### src/design/sue_pkg.sv
package sue_pkg;

  // error codes carried on every result word of a run
  localparam logic [1:0] ERR_NONE       = 2'd0;
  localparam logic [1:0] ERR_BAD_HEX    = 2'd1;
  localparam logic [1:0] ERR_INCOMPLETE = 2'd2;
  localparam logic [1:0] ERR_BAD_CP     = 2'd3;

  localparam logic [31:0] MAX_CP = 32'h0010_ffff;

  // characters the front looks for
  localparam logic [7:0] CH_BSL   = 8'h5c;
  localparam logic [7:0] CH_QUOTE = 8'h22;
  localparam logic [7:0] CH_NUL   = 8'h00;

  // run queue between front and back
  localparam int QDEPTH = 2;
  localparam int QPTR_W = (QDEPTH > 1) ? $clog2(QDEPTH) : 1;
  localparam int QCNT_W = $clog2(QDEPTH + 1);

  // how the back expands a run into output words
  typedef enum logic [1:0] {
    RUN_BYTE,      // one byte, value[7:0]
    RUN_BSL_PAIR,  // backslash, then value[7:0]
    RUN_CP         // code point in value, emitted as utf-8
  } run_kind_e;

  typedef struct packed {
    run_kind_e   kind;
    logic [31:0] value;
    logic        fin;
    logic [1:0]  err;
  } run_t;

  // {digit ok, digit value}
  function automatic logic [4:0] hex_digit(input logic [7:0] c);
    logic [4:0] r;
    r = 5'd0;
    if (c >= 8'h30 && c <= 8'h39) begin
      r = {1'b1, 4'(c - 8'h30)};
    end else if (c >= 8'h61 && c <= 8'h66) begin
      r = {1'b1, 4'(c - 8'h57)};
    end else if (c >= 8'h41 && c <= 8'h46) begin
      r = {1'b1, 4'(c - 8'h37)};
    end
    return r;
  endfunction

endpackage

### src/design/sue_front.sv
module sue_front import sue_pkg::*; (
  input  logic       clk_i,
  input  logic       rst_ni,
  input  logic       in_valid_i,
  output logic       in_ready_o,
  input  logic [7:0] in_byte_i,
  input  logic       final_byte_i,
  input  logic       q_full_i,
  output logic       push_o,
  output run_t       run_o
);

  typedef enum logic [2:0] {
    MODE_TEXT,
    MODE_BSL,
    MODE_X,
    MODE_U4,
    MODE_U8
  } mode_e;

  mode_e       mode_q, mode_d;
  logic [3:0]  left_q, left_d;
  logic [31:0] code_q, code_d;
  logic        halt_q, halt_d;
  logic [1:0]  perr_q, perr_d;

  logic        accept;
  logic        emit;
  run_t        run;
  logic [4:0]  hex;
  logic [3:0]  left_dec;
  logic [31:0] code_n;
  logic        halt_n;
  logic [1:0]  perr_n;

  assign in_ready_o = !q_full_i;
  assign accept     = in_valid_i && in_ready_o;
  assign push_o     = accept && emit;
  assign run_o      = run;
  assign hex        = hex_digit(in_byte_i);
  assign left_dec   = (left_q != 4'd0) ? left_q - 4'd1 : left_q;

  // digit accumulation
  always_comb begin
    code_n = code_q;
    halt_n = halt_q;
    perr_n = perr_q;
    if (!halt_q) begin
      if (in_byte_i == CH_QUOTE || in_byte_i == CH_NUL) begin
        halt_n = 1'b1;
        if (perr_q == ERR_NONE) perr_n = ERR_INCOMPLETE;
      end else if (!hex[4]) begin
        halt_n = 1'b1;
        if (perr_q == ERR_NONE) perr_n = ERR_BAD_HEX;
      end else begin
        code_n = {code_q[27:0], hex[3:0]};
      end
    end
  end

  always_comb begin
    mode_d    = mode_q;
    left_d    = left_q;
    code_d    = code_q;
    halt_d    = halt_q;
    perr_d    = perr_q;
    emit      = 1'b0;
    run.kind  = RUN_BYTE;
    run.value = 32'(in_byte_i);
    run.fin   = final_byte_i;
    run.err   = ERR_NONE;
    case (mode_q)
      MODE_TEXT: begin
        if (in_byte_i == CH_BSL) begin
          if (final_byte_i) begin
            emit    = 1'b1;
            run.err = ERR_INCOMPLETE;
          end else begin
            mode_d = MODE_BSL;
          end
        end else begin
          emit = 1'b1;
        end
      end
      MODE_BSL: begin
        mode_d = MODE_TEXT;
        emit   = 1'b1;
        case (in_byte_i)
          8'h61: run.value = 32'h07; // a
          8'h62: run.value = 32'h08; // b
          8'h66: run.value = 32'h0c; // f
          8'h6e: run.value = 32'h0a; // n
          8'h72: run.value = 32'h0d; // r
          8'h74: run.value = 32'h09; // t
          8'h76: run.value = 32'h0b; // v
          CH_QUOTE, CH_BSL: run.value = 32'(in_byte_i);
          8'h78, 8'h75, 8'h55: begin // x u U
            if (final_byte_i) begin
              // escape opened on the last byte: empty value
              run.value = 32'd0;
              run.err   = ERR_INCOMPLETE;
            end else begin
              emit   = 1'b0;
              code_d = 32'd0;
              halt_d = 1'b0;
              perr_d = ERR_NONE;
              if (in_byte_i == 8'h78) begin
                mode_d = MODE_X;
                left_d = 4'd2;
              end else if (in_byte_i == 8'h75) begin
                mode_d = MODE_U4;
                left_d = 4'd4;
              end else begin
                mode_d = MODE_U8;
                left_d = 4'd8;
              end
            end
          end
          default: run.kind = RUN_BSL_PAIR;
        endcase
      end
      MODE_X, MODE_U4, MODE_U8: begin
        left_d = left_dec;
        code_d = code_n;
        halt_d = halt_n;
        perr_d = perr_n;
        if (left_dec == 4'd0 || final_byte_i) begin
          emit      = 1'b1;
          run.kind  = (mode_q == MODE_X) ? RUN_BYTE : RUN_CP;
          run.value = code_n;
          run.err   = (left_dec != 4'd0 && perr_n == ERR_NONE) ? ERR_INCOMPLETE : perr_n;
          mode_d    = MODE_TEXT;
          left_d    = 4'd0;
          code_d    = 32'd0;
          halt_d    = 1'b0;
          perr_d    = ERR_NONE;
        end
      end
      default: mode_d = MODE_TEXT;
    endcase
    if (final_byte_i) begin
      mode_d = MODE_TEXT;
      left_d = 4'd0;
      code_d = 32'd0;
      halt_d = 1'b0;
      perr_d = ERR_NONE;
    end
  end

  always_ff @(posedge clk_i or negedge rst_ni) begin
    if (!rst_ni) begin
      mode_q <= MODE_TEXT;
      left_q <= 4'd0;
      code_q <= 32'd0;
      halt_q <= 1'b0;
      perr_q <= ERR_NONE;
    end else if (accept) begin
      mode_q <= mode_d;
      left_q <= left_d;
      code_q <= code_d;
      halt_q <= halt_d;
      perr_q <= perr_d;
    end
  end

endmodule

### src/design/sue_queue.sv
module sue_queue import sue_pkg::*; (
  input  logic clk_i,
  input  logic rst_ni,
  input  logic push_i,
  input  run_t push_run_i,
  input  logic pop_i,
  output logic full_o,
  output logic head_valid_o,
  output run_t head_run_o
);

  run_t              mem_q [QDEPTH];
  logic [QPTR_W-1:0] wr_q, rd_q;
  logic [QCNT_W-1:0] cnt_q;

  assign full_o       = (cnt_q == QCNT_W'(QDEPTH));
  assign head_valid_o = (cnt_q != '0);
  assign head_run_o   = mem_q[rd_q];

  function automatic logic [QPTR_W-1:0] ptr_inc(input logic [QPTR_W-1:0] p);
    return (p == QPTR_W'(QDEPTH - 1)) ? '0 : p + 1'b1;
  endfunction

  always_ff @(posedge clk_i) begin
    if (push_i) mem_q[wr_q] <= push_run_i;
  end

  always_ff @(posedge clk_i or negedge rst_ni) begin
    if (!rst_ni) begin
      wr_q  <= '0;
      rd_q  <= '0;
      cnt_q <= '0;
    end else begin
      if (push_i) wr_q <= ptr_inc(wr_q);
      if (pop_i)  rd_q <= ptr_inc(rd_q);
      if (push_i && !pop_i) begin
        cnt_q <= cnt_q + 1'b1;
      end else if (pop_i && !push_i) begin
        cnt_q <= cnt_q - 1'b1;
      end
    end
  end

endmodule

### src/design/sue_back.sv
module sue_back import sue_pkg::*; (
  input  logic       clk_i,
  input  logic       rst_ni,
  input  logic       head_valid_i,
  input  run_t       head_run_i,
  output logic       pop_o,
  output logic       out_valid_o,
  input  logic       out_ready_i,
  output logic [7:0] out_byte_o,
  output logic       byte_valid_o,
  output logic       last_of_run_o,
  output logic       string_done_o,
  output logic [1:0] error_code_o
);

  logic [1:0]       idx_q;
  logic             ovalid_q;
  logic [7:0]       obyte_q;
  logic             obval_q, olast_q, odone_q;
  logic [1:0]       oerr_q;

  logic [3:0][7:0]  bytes;
  logic [2:0]       n;
  logic             bval;
  logic [1:0]       err;
  logic             last;
  logic             load;
  logic [31:0]      v;

  assign v = head_run_i.value;

  // expand the head run into up to four bytes
  always_comb begin
    bytes = '0;
    n     = 3'd1;
    bval  = 1'b1;
    err   = head_run_i.err;
    case (head_run_i.kind)
      RUN_BYTE: bytes[0] = v[7:0];
      RUN_BSL_PAIR: begin
        n        = 3'd2;
        bytes[0] = CH_BSL;
        bytes[1] = v[7:0];
      end
      RUN_CP: begin
        if (v > MAX_CP) begin
          bval = 1'b0;
          err  = ERR_BAD_CP;
        end else if (v < 32'h80) begin
          bytes[0] = v[7:0];
        end else if (v < 32'h800) begin
          n        = 3'd2;
          bytes[0] = {3'b110, v[10:6]};
          bytes[1] = {2'b10, v[5:0]};
        end else if (v < 32'h10000) begin
          n        = 3'd3;
          bytes[0] = {4'b1110, v[15:12]};
          bytes[1] = {2'b10, v[11:6]};
          bytes[2] = {2'b10, v[5:0]};
        end else begin
          n        = 3'd4;
          bytes[0] = {5'b11110, v[20:18]};
          bytes[1] = {2'b10, v[17:12]};
          bytes[2] = {2'b10, v[11:6]};
          bytes[3] = {2'b10, v[5:0]};
        end
      end
      default: bytes[0] = v[7:0];
    endcase
  end

  assign last  = (idx_q == 2'(n - 3'd1));
  assign load  = head_valid_i && (!ovalid_q || out_ready_i);
  assign pop_o = load && last;

  always_ff @(posedge clk_i or negedge rst_ni) begin
    if (!rst_ni) begin
      idx_q    <= 2'd0;
      ovalid_q <= 1'b0;
    end else begin
      if (load) begin
        idx_q    <= last ? 2'd0 : idx_q + 2'd1;
        ovalid_q <= 1'b1;
      end else if (out_ready_i) begin
        ovalid_q <= 1'b0;
      end
    end
  end

  always_ff @(posedge clk_i) begin
    if (load) begin
      obyte_q <= bytes[idx_q];
      obval_q <= bval;
      olast_q <= last;
      odone_q <= head_run_i.fin;
      oerr_q  <= err;
    end
  end

  assign out_valid_o   = ovalid_q;
  assign out_byte_o    = obyte_q;
  assign byte_valid_o  = obval_q;
  assign last_of_run_o = olast_q;
  assign string_done_o = odone_q;
  assign error_code_o  = oerr_q;

endmodule

### src/design/string_escape_to_utf8_decoder_core.sv
// string literal unescaper with utf-8 output
//
// input channel: one body byte of a literal per word (in_byte_i), with
// final_byte_i marking the last body byte; valid/ready handshake
// output channel: one decoded byte per word, with byte_valid_o low only on
// the error word of an out-of-range code point; last_of_run_o marks the
// last word caused by one input word, string_done_o marks words caused by
// the final byte, error_code_o repeats the run's error on each word
// path: a word that produces output is written into the run queue at the
// edge that accepts it and then loaded into the output register, which
// drives the output ports; escape openers and hex digits produce nothing
// throughput: one input word per cycle while each gives at most one byte
// and the queue is not full; a run of n bytes (backslash pair, 2..4 byte
// utf-8) leaves the output register one byte per cycle while out_ready_i
// is high; a two-entry run queue lets the front keep accepting meanwhile
// reset: escape state returns to plain text, queue and output register
// empty; the decoder also returns to plain text after every final byte
// stall: a receiver holding out_ready_i low freezes the output word, the
// queue fills and then in_ready_o drops
module string_escape_to_utf8_decoder_core import sue_pkg::*; (
  input  logic       clk_i,
  input  logic       rst_ni,
  input  logic       in_valid_i,
  output logic       in_ready_o,
  input  logic [7:0] in_byte_i,
  input  logic       final_byte_i,
  output logic       out_valid_o,
  input  logic       out_ready_i,
  output logic [7:0] out_byte_o,
  output logic       byte_valid_o,
  output logic       last_of_run_o,
  output logic       string_done_o,
  output logic [1:0] error_code_o
);

  // front to queue
  logic push;
  run_t push_run;
  logic q_full;

  // queue to back
  logic head_valid;
  run_t head_run;
  logic pop;

  // front: classifies bytes, tracks escape state, forms runs
  sue_front u_front (
    .clk_i        (clk_i),
    .rst_ni       (rst_ni),
    .in_valid_i   (in_valid_i),
    .in_ready_o   (in_ready_o),
    .in_byte_i    (in_byte_i),
    .final_byte_i (final_byte_i),
    .q_full_i     (q_full),
    .push_o       (push),
    .run_o        (push_run)
  );

  sue_queue u_queue (
    .clk_i        (clk_i),
    .rst_ni       (rst_ni),
    .push_i       (push),
    .push_run_i   (push_run),
    .pop_i        (pop),
    .full_o       (q_full),
    .head_valid_o (head_valid),
    .head_run_o   (head_run)
  );

  // back: expands each run into output words, one per cycle unless the receiver stalls
  sue_back u_back (
    .clk_i         (clk_i),
    .rst_ni        (rst_ni),
    .head_valid_i  (head_valid),
    .head_run_i    (head_run),
    .pop_o         (pop),
    .out_valid_o   (out_valid_o),
    .out_ready_i   (out_ready_i),
    .out_byte_o    (out_byte_o),
    .byte_valid_o  (byte_valid_o),
    .last_of_run_o (last_of_run_o),
    .string_done_o (string_done_o),
    .error_code_o  (error_code_o)
  );

endmodule

### config.mk
export PLATFORM = sky130hd
export DESIGN_NAME = string_escape_to_utf8_decoder_core
export DESIGN_NICKNAME = d
export VERILOG_FILES = /design/src/design/sue_pkg.sv /design/src/design/sue_front.sv /design/src/design/sue_queue.sv /design/src/design/sue_back.sv /design/src/design/string_escape_to_utf8_decoder_core.sv
export SDC_FILE = /design/constraint.sdc
export NUM_CORES = 1
export LEC_CHECK = 0
export ABC_AREA = 0
export BUFFER_PORTS_ARGS = -buffer_cell sky130_fd_sc_hd__buf_2
export CAP_MARGIN = 20
export CORE_ASPECT_RATIO = 0.9
export CORE_UTILIZATION = 42
export CTS_BUF_LIST = sky130_fd_sc_hd__clkbuf_2
export CTS_CLUSTER_DIAMETER = 30
export CTS_CLUSTER_SIZE = 28
export DETAILED_ROUTE_END_ITERATION = 12
export GPL_ROUTABILITY_DRIVEN = 0
export MAX_ROUTING_LAYER = met4
export SLEW_MARGIN = 10
export SYNTH_ARGS = -nofsm -noshare
export SYNTH_HDL_FRONTEND = slang
export SYNTH_SLANG_ARGS = --single-unit
### constraint.sdc
create_clock -name clk_i -period 3.9 [get_ports clk_i]
set_input_delay 0.78 -clock clk_i [delete_from_list [all_inputs] [get_ports clk_i]]
set_output_delay 0.78 -clock clk_i [all_outputs]
set_load 0.005 [all_outputs]
==> results.md <==
* DRC Markers at 0
* Pre-CTS setup slack at 429 ps
* DR pass1 iterations at 7
* Post-synth top area share at 35.5%
* Compound-Gate Fraction of Synth Area at 19.7%
* Mean post-synth cell area at 10.8 um^2
* Root Buffer: clkbuf_2
* Hold buffers post-CTS at 0
* # fillers at 1634
* Most frequent cells in the layout: nand2_1 (94), edfxtp_1 (87), a21oi_1 (49), dfrtp_1 (48), nor2_1 (38)
* First-pass GRT wire length at 27.3 mm
* Chip width at 141 um
* Xor and xnor fraction of the mapped netlist area at 0.953%
* IO Port Bufs at 27
* Routed wire length at 16.6 mm
* Gr usage total at 20.1%
* Clock buffer count from CTS at 17
* Cells after synthesis at 681
* Crit Path Max Fanout at 25
* Core Region at 0.0170 mm^2
* Tightest Pin Transition at 812 ps
* R2R depth at 11
* Final net count at 720
* Most common cell after layout, fill and taps aside: nand2_1
* Row count at 45
* CP startpoint kind: register
* Top cells by area, synth: edfxtp_1 (36%), dfrtp_1 (17%), nand2_1 (4.8%), mux2i_1 (4.4%), a22o_1 (3.6%)
* Crit end category: register
* Number of I/O pins at 28
* Initial antenna violation count at 1
* Area of the multi-input gates at 0.00315 mm^2
* Max-slew headroom at 45.9%
* # Post-CTS Setup Buffers at 0
* Tmin final at 3360 ps
* Number of global-route vias before repair at 5212
* Clock slew at the register clock pins of the worst setup and hold paths at 220 ps
* Largest family of logic cells by synthesized area: compound AO/OA/AOI/OAI gates
* Reg area at 0.00384 mm^2
* TritonCTS clock tree: built
* Die area at 0.0180 mm^2
* Global route overflow at 0
* Fmax achieved at 298 MHz
* Mapped Nets at 702
* Fraction of layout cells with a size suffix above 1 at 15.4%
* Crit path from: u_queue.rd_q
* Setup TNS at 0 ps
* Power Dens Cells at 571 mW/mm^2
* Worst R2R Setup Slack at 540 ps
* Hold crit path type: in2async
* Vias/cell at 5.84
* Vias at 5532
* Largest net degree at the start of global routing at 38
* Final HPWL DP at 11.7 mm
* Initial Util at 43.2%
* Mux cell area share after synthesis at 5.74%
* Dpl cells at 915
* Top cell type by total area after synthesis: edfxtp_1
* Synthesis Warnings at 0
* Clk_lat worst skew at 710 ps
* Max clock buf depth at 2
* Mapped cell area at 0.00735 mm^2
* Setup-failing EPs final at 0
* Outcome: complete, no violations
* Synth cell types at 85
* Synth Flop Type: edfxtp_1
* DR iter-0 viols at 482
* Area Growth Syn to Fin at 7.54%
* Slew Limit Fails at 0
* CP required at 4530 ps
* Final WS setup at 540 ps
* Post-synthesis simple-gate area fraction at 14.8%
* Max cap viols at 0
* CTS sink count at 136
* Cts repair resizes at 0
* Seq cells post-synth at 136
* CTS H-Tree Depth at 4
* EDFF count, synth at 87
* Final period utilization at 86.2%
* Wire per inst at 17.5 um
* Clock Skew at 35.4 ps
* RR Endpoint: u_queue.cnt_q[1]
* Antenna viol nets, final at 0
* Post-Synth Adder-Cell Area at 1.36%
* Worst Path Arrival at 3990 ps
* VDD IR max at 0.000225 V
* Register area share after synthesis at 52.2%
* RSZ-0062 raised after global routing: false
* Final hold vios at 0
* LEAKAGE at 2.98 nW
* Fraction of registers with async set/reset at 36.0%
* Final cell count without fillers at 948
* Worst R2R Start: u_queue.rd_q
* Die Height at 128 um
* WS Path Type: reg2reg
[cell type report]
cell class,instances,share of cell area [%]
Multi-Input combinational cell,474,39.9
Timing Repair Buffer,42,3.45
Tap cell,235,3.72
Clock buffer,17,1.08
Antenna cell,1,0.0317
Clock inverter,15,1.92
Inverter,28,1.33
Sequential cell,136,48.6
[cells in the mapped netlist (all sizes together) (3+ instances only)]
cell     count
a21o         5
xnor2        5
nor2b        6
nor4        14
nand2       96
a2111oi      4
nand4        4
edfxtp      87
xor2         3
a22o        30
o22ai       12
and3         3
mux2         9
a21oi       51
clkbuf      18
a32o         3
o31ai        7
o211ai       7
nor3b        3
a32oi        3
mux2i       32
o221ai       4
a221o        3
o311ai       3
nand2b       9
nor2        39
ha           8
or3          3
buf         25
nor3        12
o211a        3
or2          3
dfrtp       49
a211oi       6
inv         28
o21ai       28
nand3       14
a31oi       12
[report_power, final]
part | switching, mW | internal [mW]
clock network | 0.533 | 0.296
logic | 0.970 | 0.618
registers | 0.197 | 1.90
total | 1.70 | 2.81
[kinds of logic (layout without fill, tap and decap cells)]
kind of cell,after synthesis,count (layout)
adders and majority gates,8,8
DFF,136,136
other,0,1
and+or+nand+nor,217,217
muxes,41,41
AOI/OAI and AO/OA,200,200
buffers and inverters,71,102
xor gates and xnor gates,8,8
[layer usage]
| layer | wire, um | vias up | share of wire, % | GRT usage [%] |
|---|---|---|---|---|
| li1 | - | 2607 | - | - |
| met1 | 8120 | 2692 | 49 | 28.2 |
| met2 | 7310 | 208 | 44 | 29.1 |
| met3 | 875 | 25 | 5.3 | 4.24 |
| met4 | 274 | 0 | 1.7 | 6.70 |
| met5 | 0 | - | 0 | - |
[worst max-delay path, stage by stage, from the launching register on]
cell and delay [ps]:
dfrtp_2 780, buf_4 300, nor4b_1 260, nand3_1 260
a21bo_2 300, a211oi_2 360, o211a_1 240, o21ai_2 100
ha_1 230, xor2_1 140, nor2_1 120, xor2_1 160
[registers in the layout, summed over array words and instances, names as in the netlist]
signal                count
u_back.byte_valid_o       1
u_queue.wr_q              1
u_front.halt_q            1
u_back.last_of_run_o      1
u_back.out_valid_o        1
u_front.mode_q            3
u_back.error_code_o       2
u_queue.cnt_q             2
u_back.string_done_o      1
u_front.perr_q            2
u_queue.mem_q            74
u_front.code_q           32
u_queue.rd_q              1
u_front.left_q            4
u_back.idx_q              2
u_back.out_byte_o         8
[per-stage QoR]
stage / power [mW] / util, % / cell area [um^2] / hold slack (ps)
floorplan: 3.25 / - / 7350 / 466
global placement: 3.67 / 45.1 / 7670 / 474
detailed placement: 3.71 / 45.1 / 7670 / 483
CTS: 4.53 / 46.5 / 7900 / 78.4
global route: 4.79 / 46.5 / 7910 / 71.9
finish: 4.51 / 46.5 / 7910 / 106
[worst max-delay path by stage]
stage | end | slack (ps)
6_report | u_queue.cnt_q[1] | 540
5_1_grt | u_queue.cnt_q[1] | 280
4_1_cts | u_queue.cnt_q[1] | 490
3_5_place_dp | u_front.code_q[0] | 430
3_3_place_gp | u_front.code_q[0] | 540
2_1_floorplan | u_queue.mem_q[0][0] | 220
(Power assumes the default switching activity.)
